`src/rtl/span_depth_test_line_buffer_core_defines.svh`:
```
// ----------------------------------------------------------------------------
// Assertion macros for the span depth-test line buffer
// Shared property wrappers; clock is clk, reset is rst_n (active low).
// ----------------------------------------------------------------------------
`ifndef SPAN_DEPTH_TEST_LINE_BUFFER_CORE_DEFINES_SVH
`define SPAN_DEPTH_TEST_LINE_BUFFER_CORE_DEFINES_SVH

// same-cycle implication
`define SDTLB_ASSERT_NOW(label, ante, cons, msg) \
  label: assert property (@(posedge clk) disable iff (!rst_n) (ante) |-> (cons)) \
    else $error(msg);

// next-cycle implication
`define SDTLB_ASSERT_NEXT(label, ante, cons, msg) \
  label: assert property (@(posedge clk) disable iff (!rst_n) (ante) |=> (cons)) \
    else $error(msg);

`endif

```
`src/rtl/sdtlb_pkg.sv`:
```
// ----------------------------------------------------------------------------
// sdtlb_pkg
// Types and constants shared by the span depth-test line buffer.
// ----------------------------------------------------------------------------
package sdtlb_pkg;

  localparam int X_W     = 11;
  localparam int Z_W     = 32;
  localparam int COLOR_W = 24;
  localparam int CFG_W   = 32;

  // far depth after reset: -100000.0 in Q20.12
  localparam logic signed [Z_W-1:0] FAR_DEPTH_RESET = -32'sd409600000;
  localparam logic [X_W-1:0]        LINE_WIDTH_RESET = 11'd1024;

  localparam logic signed [Z_W-1:0] Z_MAX = 32'sh7fffffff;
  localparam logic signed [Z_W-1:0] Z_MIN = 32'sh80000000;

  typedef enum logic [1:0] {
    KIND_CLEAR = 2'd0,
    KIND_SPAN  = 2'd1,
    KIND_READ  = 2'd2
  } kind_t;

  typedef enum logic {
    CFG_LINE_WIDTH = 1'b0,
    CFG_FAR_DEPTH  = 1'b1
  } cfg_idx_t;

  typedef struct packed {
    logic [1:0]            kind;
    logic [X_W-1:0]        x_start;
    logic [X_W-1:0]        x_end;
    logic signed [Z_W-1:0] z_start;
    logic signed [Z_W-1:0] z_step;
    logic [7:0]            color_red;
    logic [7:0]            color_green;
    logic [7:0]            color_blue;
  } in_item_t;

  typedef struct packed {
    logic [7:0] pixel_red;
    logic [7:0] pixel_green;
    logic [7:0] pixel_blue;
    logic       line_drawn;
  } out_item_t;

  // controller -> datapath
  typedef struct packed {
    logic clear_start;  // clear item accepted
    logic span_start;   // span item accepted
    logic rd_issue;     // read item accepted, read color line
    logic sweep;        // clearing pass active
    logic sweep_cfg;    // sweep loads far_depth register, else reset value
    logic span_run;     // span walk active
    logic out_load;     // load result register
  } dp_cmd_t;

  // datapath -> controller
  typedef struct packed {
    logic span_done;
    logic sweep_last;
    logic drawn;
  } dp_sts_t;

endpackage

```
`src/rtl/sdtlb_ctrl.sv`:
```
// ----------------------------------------------------------------------------
// sdtlb_ctrl
// Sequencer: item dispatch, clearing pass, span walk, result handoff.
// ----------------------------------------------------------------------------
module sdtlb_ctrl (
  input  logic               clk,
  input  logic               rst_n,
  input  logic               in_valid,
  input  logic [1:0]         in_kind,
  output logic               in_ready,
  output logic               out_valid,
  input  logic               out_ready,
  output sdtlb_pkg::dp_cmd_t cmd,
  input  sdtlb_pkg::dp_sts_t sts
);

  import sdtlb_pkg::*;

  typedef enum logic [2:0] {
    ST_IDLE,
    ST_CLEAR,
    ST_SPAN,
    ST_RDOUT
  } state_t;

  state_t state_r, state_nxt;
  logic   out_valid_r, out_valid_nxt;
  logic   sweep_cfg_r, sweep_cfg_nxt;
  logic   accept;

  assign in_ready  = (state_r == ST_IDLE);
  assign accept    = in_valid && in_ready;
  assign out_valid = out_valid_r;

  always_comb begin
    state_nxt     = state_r;
    sweep_cfg_nxt = sweep_cfg_r;
    out_valid_nxt = out_valid_r && !out_ready;
    cmd           = '0;
    cmd.sweep_cfg = sweep_cfg_r;
    case (state_r)
      ST_IDLE: begin
        if (accept) begin
          case (in_kind)
            KIND_CLEAR: begin
              cmd.clear_start = 1'b1;
              sweep_cfg_nxt   = 1'b1;
              state_nxt       = ST_CLEAR;
            end
            KIND_SPAN: begin
              cmd.span_start = 1'b1;
              state_nxt      = ST_SPAN;
            end
            KIND_READ: begin
              cmd.rd_issue = 1'b1;
              state_nxt    = ST_RDOUT;
            end
            default: ;  // unused kind: dropped
          endcase
        end
      end
      ST_CLEAR: begin
        cmd.sweep = 1'b1;
        if (sts.sweep_last) begin
          state_nxt = ST_IDLE;
        end
      end
      ST_SPAN: begin
        cmd.span_run = 1'b1;
        if (sts.span_done) begin
          state_nxt = ST_IDLE;
        end
      end
      ST_RDOUT: begin
        if (!out_valid_r || out_ready) begin
          cmd.out_load  = 1'b1;
          out_valid_nxt = 1'b1;
          state_nxt     = ST_IDLE;
        end
      end
      default: state_nxt = ST_IDLE;
    endcase
  end

  always_ff @(posedge clk) begin
    if (!rst_n) begin
      state_r     <= ST_CLEAR;  // reset runs a clearing pass
      out_valid_r <= 1'b0;
      sweep_cfg_r <= 1'b0;
    end else begin
      state_r     <= state_nxt;
      out_valid_r <= out_valid_nxt;
      sweep_cfg_r <= sweep_cfg_nxt;
    end
  end

endmodule

```
`config.mk`:
```
export PLATFORM = sky130hd
export DESIGN_NAME = sdtlb_ctrl
export DESIGN_NICKNAME = d
export VERILOG_FILES = /design/src/rtl/span_depth_test_line_buffer_core_defines.svh /design/src/rtl/sdtlb_pkg.sv /design/src/rtl/sdtlb_ctrl.sv
export SDC_FILE = /design/constraint.sdc
export NUM_CORES = 1
export LEC_CHECK = 0
export ABC_CLOCK_PERIOD_IN_PS = 1150
export BUFFER_PORTS_ARGS = -buffer_cell sky130_fd_sc_hd__buf_2
export CAP_MARGIN = 10
export CORE_AREA = 2 2 39 41
export DETAILED_ROUTE_END_ITERATION = 10
export DIE_AREA = 0 0 41 43
export GPL_TIMING_DRIVEN = 0
export PLACE_DENSITY_LB_ADDON = 0.15
export SYNTH_ARGS = -nofsm -noshare
export SYNTH_HDL_FRONTEND = slang
export SYNTH_SLANG_ARGS = --single-unit
```
`constraint.sdc`:
```
create_clock -name clk -period 1.15 [get_ports clk]
set_input_delay 0.23 -clock clk [delete_from_list [all_inputs] [get_ports clk]]
set_output_delay 0.23 -clock clk [all_outputs]
set_load 0.01 [all_outputs]
```
==> results of run 1 <==
area by class of cell:
type	instances	area (um2)	area share (%)
multi-input combinational	25	190	38.6
inverter	3	11.3	2.28
sequential	4	87.6	17.8
tap	16	20.0	4.06
clock buffer	3	22.5	4.57
timing repair buffer	22	154	31.2
buffer	1	7.51	1.52
cells by family after synthesis:
family	synth area share, %
and+or+nand+nor	33.3
AOI/OAI and AO/OA	14.9
buffers and inverters	10.5
DFF	28.1
adders and majority gates	13.2
final timing paths:
path,start,endpoint,cells after the start
worst min-delay path,rst_n,state_r[0]$_SDFFE_PN1P_,2
worst min register to register,sweep_cfg_r$_SDFFE_PN0P_,sweep_cfg_r$_SDFFE_PN0P_,1
worst max-delay path,state_r[1]$_SDFFE_PN0P_,cmd[6],3
worst max register to register,state_r[1]$_SDFFE_PN0P_,state_r[0]$_SDFFE_PN1P_,4
state kept, by name, summed over array words and instances (netlist names):
signal / cells
state_r: 2
out_valid: 1
sweep_cfg_r: 1
per-layer routing:
layer	up-vias	wire length, um	share of wire [%]	track usage (%)
met1	143	290	42	9.35
met3	0	22	3.2	1.57
met5	-	0	0	0
met2	6	382	55	15.0
met4	0	0	0	10.0
li1	163	-	-	-
repair_timing:
action | CTS | global route
hold buffers | 0 | 0
buffers inserted | 5 | 1
pin swaps | 3 | 2
gates resized for setup | 11 | 3
endpoints found under the setup margin | 7 | 7
per-stage QoR:
stage	power [uW]	cell area [um2]	util (%)
3_3_place_gp	252	385	27.8
5_1_grt	482	493	35.6
6_report	447	493	35.6
2_1_floorplan	212	285	-
3_5_place_dp	252	385	27.8
4_1_cts	462	487	35.2
where the power goes:
part	switching, uW	total (uW)	internal (uW)
Clock	55.9	172	117
Combinational	50.0	114	64.3
Sequential	13.6	160	147
layout by cell type (no fill, tap or decap):
master     n
buf_2     12
and3_4     3
o21a_1     1
clkbuf_4   3
nor2b_4    1
dfxtp_4    2
a21oi_1    2
nor3b_1    1
o21ai_1    2
inv_1      3
nand2_1    2
nor2_1     4
nor2b_1    2
and3b_1    1
ha_1       3
a31oi_1    1
o311ai_1   1
buf_6      5
dfxtp_1    2
nor2_4     1
buf_4      6
==> results by group, run 1 <==
Timing
  – Fin worst setup slack: -0.0953 ns
  – Worst-Margin Slew: 0.203 ns
  – Max Fclk: between 800 and 900 MHz
  – Min Tclk post-route: about 1.2 ns
  – Fin. max-slew vios: 0
  – Fin crit share: 108%
  – Count of final setup violators: 6
  – Unrepaired setup endpoints after global routing: true
  – Setup TNS: -0.342 ns
  – WHS: 0.213 ns
  – Fin Clk Skew: approximately 0.0015 ns
  – Final Hold Vio Count: 0
  – Relative slew slack: a little under nine tenths

Setup path
  – CP max FO: 4
  – Buf+Inv Stages, Crit Path: 1
  – Critical path startpoint category: flop
  – Top Family by Delay on Critical Path: flip-flops
  – Flop2flop setup slack: ~0.15 ns
  – CP endpoint kind: output pin
  – Type of the worst setup path: flop to output pin
  – Crit path DAT: about 1.0 ns
  – CP max stage delay: approximately 0.35 ns
  – CP required: roughly 0.92 ns
  – Cell Chain, Critical Path: nor2_4 -> and3_4 -> buf_6
  – CP max stage cell: dfxtp_4

Floorplan
  – Die Y: about 43 um
  – Die span in x: slightly above 40 um
  – Starting Density: ~21%
  – I/O pin count: 18
  – Std cell rows: 14
  – Die area: about 1800 um2
  – Placeable Area: 1380 um2

Routing
  – Final ANT Viol Nets: 0
  – Drt pass-1 iters: 1
  – Final WL: between 600 and 700 um
  – Via density per instance: 4.22
  – Avg WL per Cell: between 9 and 10 um
  – Vias: 312
  – # DRC: 0
  – Iter 0 DRT Violations: 0

Synth
  – Ys async rst share: 0%
  – Post-synth top area share: 28.1%
  – Post-synth top flop: dfxtp_1
  – Mean Syn Cell Area: approximately 8.4 um2
  – Synth cell types: 19
  – Syn nets: 46
  – Synth Warn #: 0
  – Syn Std Cell Area: roughly 290 um2
  – Synth Register Bits: 4
  – Synth area leaders: dfxtp_1 28%, ha_1 13%, nor2b_1 6.6%
  – Most instantiated cells after synthesis: 4 x dfxtp_1, 4 x nor2_1, 3 x ha_1, 3 x inv_1, 3 x nor2b_1
  – Post-synth EDFFs: 0
  – Seq/Total Area, Yosys: between 20% and 30%
  – Cell count after synthesis: 34
  – Post-synth top area cell: dfxtp_1

Finish
  – Final nets: between 70 and 80
  – Final cell count without fillers: 74
  – Syn-to-layout area delta: 72.8%
  – Share of layout cells above drive strength 1: 56.9%
  – Fill count: ~160
  – Diodes inserted: 0

Clock tree
  – Clock transition at path regs: around 0.040 ns
  – Max Buffers Root-to-Sink: 2
  – Clock root buffer: clkbuf_4
  – CTS sink count: 4
  – Num CTS Buffers: 3
  – Clk_lat worst skew: between 0.2 and 0.25 ns
  – H-tree levels: 1
  – CTS tree: built

GRT
  – Congestion Overflow GR: 0
  – Largest net degree at the start of global routing: 9
  – Initial antenna violation count: 0
  – First-pass GRT wire length: between 1000 and 1500 um
  – Gr usage total: 9.55%
  – Vias in the first global route: ~300

Power
  – Power per cell area: 907 nW/um2
  – Maximum VDD drop: around 350 uV
  – LEAKAGE: roughly 0.00026 uW

Placed design
  – Hpwl dp: around 500 um
  – IO Port Bufs: 16
  – GPL Wtd Cong: 0.619
  – Worst slack at placement: around 0.027 ns
  – Placed cell count: 66

Run status
  – Violated checks: negative setup slack
  – Status: finished, violations left

Min path
  – Hold Path Class: input pin to flop

Job
  – Maxcap violations: 0
No activity file was read; power rests on OpenSTA's default activity.
==> run 2: changes to the inputs <==
--- a/config.mk
+++ b/config.mk
@@ -8,6 +8,8 @@
 export ABC_CLOCK_PERIOD_IN_PS = 1150
 export BUFFER_PORTS_ARGS = -buffer_cell sky130_fd_sc_hd__buf_2
 export CAP_MARGIN = 10
+export CELL_PAD_IN_SITES_DETAIL_PLACEMENT = 1
+export CELL_PAD_IN_SITES_GLOBAL_PLACEMENT = 1
 export CORE_AREA = 2 2 39 41
 export DETAILED_ROUTE_END_ITERATION = 10
 export DIE_AREA = 0 0 41 43
==> results by group, run 2 (synthesis gave the netlist of run 1 again) <==
Power
  – LEAKAGE: 0.000252 uW (was 0.000256 uW)
  – Maximum VDD drop: 312 uV (was 351 uV)
  – Power per cell area: 954 nW/um2 (was 907 nW/um2)

Finish
  – Multi-input logic area: 189 um2 (was 190 um2)
  – Max FFs per register: 2 (unchanged)
  – Diodes inserted: 0 (unchanged)
  – Biggest register: state_r (unchanged)
  – Design area: 472 um2 (was 493 um2)
  – Share of layout cells above drive strength 1: 59.6% (was 56.9%)
  – Register area: 85.1 um2 (was 87.6 um2)
  – Fill count: 181 (was 164)
  – Most frequent cells in the layout: 13 x buf_2, 6 x buf_4, 4 x nor2_1 (was 12 x buf_2, 6 x buf_4, 5 x buf_6)
  – Most common cell after layout, fill and taps aside: buf_2 (unchanged)
  – Final core utilization: 34.1% (was 35.6%)
  – Syn-to-layout area delta: 65.4% (was 72.8%)
  – Final nets: 71 (was 72)

Placed design
  – IO Port Bufs: 16 (unchanged)
  – Area post-placement: 385 um2 (unchanged)
  – GPL Wtd Cong: 0.595 (was 0.619)
  – Worst slack at placement: 0.0281 ns (was 0.0267 ns)

Min path
  – Hold endpoint: state_r[0]$_SDFFE_PN1P_ (unchanged)
  – Hold path cells: 2 (unchanged)
  – Hold Path Class: input pin to flop (unchanged)
  – Min-delay src: rst_n (unchanged)

GRT
  – Initial antenna violation count: 0 (unchanged)
  – Vias in the first global route: 281 (was 304)
  – First-pass GRT wire length: 1080 um (was 1090 um)
  – Largest net degree at the start of global routing: 9 (unchanged)
  – Gr usage total: 9.53% (was 9.55%)
  – Congestion Overflow GR: 0 (unchanged)

Setup path
  – Top Family by Delay on Critical Path: flip-flops (unchanged)
  – Critical path startpoint category: flop (unchanged)
  – Reg-to-reg startpoint: state_r[1]$_SDFFE_PN0P_ (unchanged)
  – Type of the worst setup path: flop to output pin (unchanged)
  – Crit path DAT: 1.03 ns (was 1.02 ns)
  – CP max stage cell: dfxtp_4 (unchanged)
  – Buf+Inv Stages, Crit Path: 1 (unchanged)
  – CP max stage delay: 0.37 ns (was 0.35 ns)
  – Reg2Reg Depth: 4 (unchanged)
  – Cell Chain, Critical Path: nor2_4 -> and3_4 -> buf_6 (unchanged)
  – CP max FO: 8 (was 4)
  – Flop2flop setup slack: 0.10 ns (was 0.15 ns)
  – CP endpoint kind: output pin (unchanged)
  – R2R Path End: state_r[0]$_SDFFE_PN1P_ (unchanged)
  – CP required: 0.92 ns (about the same)

Floorplan
  – Die Y: 43 um (unchanged)
  – Starting Density: 20.6% (unchanged)
  – I/O pin count: 18 (unchanged)
  – Die area: 1760 um2 (unchanged)
  – Die span in x: 41 um (unchanged)
  – Placeable Area: 1380 um2 (unchanged)
  – Std cell rows: 14 (unchanged)

Timing
  – Relative slew slack: 86.8% (was 86.3%)
  – Fin worst setup slack: -0.106 ns (was -0.0953 ns)
  – Max Fclk: 796 MHz (was 803 MHz)
  – Count of final setup violators: 5 (was 6)
  – Final Hold Vio Count: 0 (unchanged)
  – Min Tclk post-route: 1.26 ns (was 1.25 ns)
  – Fin. max-slew vios: 0 (unchanged)
  – Worst-Margin Slew: 0.198 ns (was 0.203 ns)
  – Fin crit share: 109% (was 108%)
  – Fin Clk Skew: 0.00141 ns (was 0.00154 ns)
  – Setup TNS: -0.366 ns (was -0.342 ns)
  – Unrepaired setup endpoints after global routing: true (unchanged)

Routing
  – Vias: 312 (unchanged)
  – Avg WL per Cell: 10.2 um (was 9.39 um)
  – Iter 0 DRT Violations: 0 (unchanged)
  – Drt pass-1 iters: 1 (unchanged)
  – Via density per instance: 4.27 (was 4.22)
  – Final ANT Viol Nets: 0 (unchanged)
  – # DRC: 0 (unchanged)
  – Final WL: 744 um (was 695 um)

Clock tree
  – Max Buffers Root-to-Sink: 2 (unchanged)
  – Clk_lat worst skew: 0.23 ns (about the same)
  – H-tree levels: 1 (unchanged)
  – CTS tree: built (unchanged)
  – Num CTS Buffers: 3 (unchanged)
  – CTS sink count: 4 (unchanged)
  – Clock root buffer: clkbuf_4 (unchanged)
  – Clock transition at path regs: 0.04 ns (about the same)
  – Hold buffer count at CTS: 0 (unchanged)

Job
  – Maxcap violations: 0 (unchanged)

Run status
  – Violated checks: negative setup slack (unchanged)
  – Status: finished, violations left (unchanged)
==> run 2: changes by cell type in the layout (fill, tap and decap cells not counted), sizes merged <==
cell  change
buf       -1
==> run 2: per-layer routing <==
| metal | global-route usage (%) | routed length, um |
|---|---|---|
| met1 | 10.6 | 305 |
| met4 | 8.00 | 0 |
| met5 | 0 | 0 |
| met2 | 13.8 | 398 |
| met3 | 3.14 | 40 |
==> run 2: worst max path at each step <==
stage	startpoint	to	slack (ns)	cells past startpoint
floorplan	state_r[1]$_SDFFE_PN0P_	cmd[4]	0.14	3
global placement	state_r[0]$_SDFFE_PN1P_	cmd[5]	0.02	3
detailed placement	state_r[0]$_SDFFE_PN1P_	cmd[4]	0.03	3
CTS	state_r[1]$_SDFFE_PN0P_	cmd[6]	-0.16	4
global route	state_r[1]$_SDFFE_PN0P_	cmd[6]	-0.16	3
finish	state_r[0]$_SDFFE_PN1P_	cmd[6]	-0.11	3
==> run 2: final cells by class <==
| class | instances | share of cell area [%] |
|---|---|---|
| multi-input cells | 25 | 40.1 |
| repair buffers | 21 | 28.9 |
| flip-flops and latches | 4 | 18.0 |
| clock buffers | 3 | 4.77 |
| well taps | 16 | 4.24 |
| inverters | 3 | 2.39 |
| plain buffers | 1 | 1.59 |
==> run 2: report_power, final <==
part,total (uW),switching (uW),internal (uW)
sequential,161,13.1,148
combinational,114,52.1,62.0
clock,175,58.2,117
total,450,123,327
==> run 2: per-stage QoR <==
step	hold slack, ns	total power (uW)	std cells
after CTS	0.223	458	73
after floorplan	0.308	212	34
after global placement	0.451	253	66
after detailed placement	0.470	253	66
after global routing	0.217	485	73
final	0.216	450	73
==> run 2: what timing repair did <==
| action | 4_1_cts | 5_1_grt |
|---|---|---|
| endpoints found under the hold margin | 0 | 0 |
| setup endpoints to repair | 7 | 8 |
| resized for setup | 6 | 4 |
| pin swaps | 2 | 3 |
| setup buffers | 4 | 1 |
==> run 3: changes to the inputs <==
--- a/config.mk
+++ b/config.mk
@@ -5,14 +5,13 @@
 export SDC_FILE = /design/constraint.sdc
 export NUM_CORES = 1
 export LEC_CHECK = 0
-export ABC_CLOCK_PERIOD_IN_PS = 1150
+export ABC_CLOCK_PERIOD_IN_PS = 1100
 export BUFFER_PORTS_ARGS = -buffer_cell sky130_fd_sc_hd__buf_2
 export CAP_MARGIN = 10
-export CELL_PAD_IN_SITES_DETAIL_PLACEMENT = 1
-export CELL_PAD_IN_SITES_GLOBAL_PLACEMENT = 1
-export CORE_AREA = 2 2 39 41
+export CELL_PAD_IN_SITES_DETAIL_PLACEMENT = 0
+export CELL_PAD_IN_SITES_GLOBAL_PLACEMENT = 2
+export CORE_UTILIZATION = 17
 export DETAILED_ROUTE_END_ITERATION = 10
-export DIE_AREA = 0 0 41 43
 export GPL_TIMING_DRIVEN = 0
 export PLACE_DENSITY_LB_ADDON = 0.15
 export SYNTH_ARGS = -nofsm -noshare
==> constraint.sdc (replaced) <==
create_clock -name clk -period 1.1 [get_ports clk]
set_input_delay 0.22 -clock clk [delete_from_list [all_inputs] [get_ports clk]]
set_output_delay 0.22 -clock clk [all_outputs]
set_load 0.01 [all_outputs]
==> results by group, run 3 (synthesis gave the netlist of run 1 again) <==
Routing
  – M1 WL: 325 um (was 305 um)
  – Met2 WL: 338 um (was 398 um)
  – Final WL: 715 um (was 744 um)
  – Final ANT Viol Nets: 0 (unchanged)
  – Routed wl met3: 51 um (was 40 um)
  – Iter 0 DRT Violations: 2 (was 0)
  – Drt pass-1 iters: 2 (was 1)
  – Avg WL per Cell: 9.93 um (was 10.2 um)
  – # DRC: 0 (unchanged)
  – Top sig layer: met3 (unchanged)
  – Via density per instance: 4.15 (was 4.27)
  – Vias: 299 (was 312)

Clock tree
  – Clock transition at path regs: 0.04 ns (about the same)
  – Num CTS Buffers: 3 (unchanged)
  – CTS sink count: 4 (unchanged)
  – Clock root buffer: clkbuf_4 (unchanged)
  – Max Buffers Root-to-Sink: 2 (unchanged)
  – Hold buffer count at CTS: 0 (unchanged)
  – H-tree levels: 1 (unchanged)
  – CTS tree: built (unchanged)
  – Clk_lat worst skew: 0.23 ns (about the same)

Timing
  – Min Tclk post-route: about 1.2 ns
  – Count of final setup violators: 6 (was 5)
  – WHS: 0.215 ns (was 0.216 ns)
  – Fin. max-slew vios: 0 (unchanged)
  – Unrepaired setup endpoints after global routing: true (unchanged)
  – Max Fclk: between 800 and 900 MHz
  – Relative slew slack: 84.4% (was 86.8%)
  – Fin Clk Skew: 0.000947 ns (was 0.00141 ns)
  – Fin crit share: 113%
  – Fin worst setup slack: -0.142 ns (was -0.106 ns)
  – Worst-Margin Slew: 0.230 ns (was 0.198 ns)
  – Final Hold Vio Count: 0 (unchanged)

Placed design
  – Placed cell count: 66 (unchanged)
  – IO Port Bufs: 16 (unchanged)
  – Hpwl dp: approximately 550 um
  – GPL Wtd Cong: 0.679 (was 0.595)
  – Area post-placement: 385 um2 (unchanged)

Setup path
  – CP required: 0.88 ns (was 0.92 ns)
  – Critical path startpoint category: flop (unchanged)
  – CP max FO: 5 (was 8)
  – Flop2flop setup slack: 0.10 ns (about the same)
  – Crit path DAT: 1.02 ns (was 1.03 ns)
  – Type of the worst setup path: flop to output pin (unchanged)
  – CP endpoint kind: output pin (unchanged)

GRT
  – Congestion Overflow GR: 0 (unchanged)
  – Initial antenna violation count: 0 (unchanged)
  – Gr usage total: 8.52% (was 9.53%)
  – Vias in the first global route: 267 (was 281)
  – First-pass GRT wire length: 1120 um (was 1080 um)
  – Largest net degree at the start of global routing: 9 (unchanged)

Finish
  – Multi-input logic area: 188 um2 (was 189 um2)
  – Most frequent cells in the layout: 12 x buf_2, 5 x buf_4, 4 x buf_6 (was 13 x buf_2, 6 x buf_4, 4 x nor2_1)
  – Most common cell after layout, fill and taps aside: buf_2 (unchanged)
  – Design area: 472 um2 (unchanged)
  – Syn-to-layout area delta: 65.4% (unchanged)
  – Final cell count without fillers: 72 (was 73)
  – Diodes inserted: 0 (unchanged)
  – Final core utilization: 30.6% (was 34.1%)
  – Max FFs per register: 2 (unchanged)
  – Biggest register: state_r (unchanged)
  – Fill count: 179 (was 181)
  – Share of layout cells above drive strength 1: 58.9% (was 59.6%)
  – Final nets: 70 (was 71)
  – Register area: 87.6 um2 (was 85.1 um2)

Floorplan
  – I/O pin count: 18 (unchanged)
  – Placeable Area: 1540 um2 (was 1380 um2)
  – Die span in x: 43.0 um (was 41 um)
  – Starting Density: 18.5% (was 20.6%)
  – Die Y: 43.0 um (was 43 um)
  – Std cell rows: 14 (unchanged)
  – Die area: 1850 um2 (was 1760 um2)

Power
  – Maximum VDD drop: 423 uV (was 312 uV)
  – P_int: 336 uW (was 327 uW)
  – LEAKAGE: 0.000246 uW (was 0.000252 uW)
  – Total power draw: 460 uW (was 450 uW)
  – Comb pwr share: 24.6% (was 25.3%)
  – Power per cell area: 975 nW/um2 (was 954 nW/um2)
  – Sw Share: 27.0% (was 27.4%)
  – Net Switching: 124 uW (was 123 uW)
  – Clock power share: 39.3% (was 38.9%)
  – Sequential power share: 36.2% (was 35.8%)

Run status
  – Violated checks: negative setup slack (unchanged)
  – Status: finished, violations left (unchanged)

Min path
  – Hold Path Class: input pin to flop (unchanged)

Job
  – Maxcap violations: 0 (unchanged)
-- run 3: metrics by stage --
stage,setup slack (ns),setup TNS (ns)
after floorplan,0.100,0
after global placement,-0.0125,-0.0227
after detailed placement,-0.00229,-0.00289
after CTS,-0.195,-1.04
after global routing,-0.190,-0.936
final,-0.142,-0.580
-- run 3: per-layer routing --
layer	track usage (%)	up-vias
li1	-	159
met1	9.23	126
met2	12.7	14
met3	3.40	0
met4	7.27	0
met5	0	-
-- run 3: worst paths after layout --
check	start	endpoint	cells after the start
max reg2reg	state_r[0]$_SDFFE_PN1P_	state_r[1]$_SDFFE_PN0P_	4
max	state_r[1]$_SDFFE_PN0P_	cmd[6]	3
min	rst_n	state_r[0]$_SDFFE_PN1P_	2
min reg2reg	sweep_cfg_r$_SDFFE_PN0P_	sweep_cfg_r$_SDFFE_PN0P_	1
-- run 3: final cells by class --
cell class,count,share of cell area (%)
Inverter,3,2.39
Multi-Input combinational cell,25,39.8
Sequential cell,4,18.6
Buffer,1,1.59
Tap cell,16,4.24
Timing Repair Buffer,20,28.6
Clock buffer,3,4.77
-- run 3: worst max-delay path: stages, from the launching register on --
cell and delay, ns:
dfxtp_4 0.35, nor2_4 0.14, and3_4 0.20, buf_6 0.10
-- run 3: power groups by stage --
stage | clock network, uW | registers, uW | logic, uW
after floorplan | 0 | 165 | 56.7
after detailed placement | 0 | 167 | 97.5
after CTS | 191 | 165 | 112
final | 181 | 166 | 113
after global placement | 0 | 167 | 96.9
after global routing | 207 | 168 | 127
-- run 3: timing repair --
item,in CTS,in global routing
buffers inserted,3,1
pin swaps,3,2
endpoints found under the setup margin,7,7
gates resized for setup,5,6
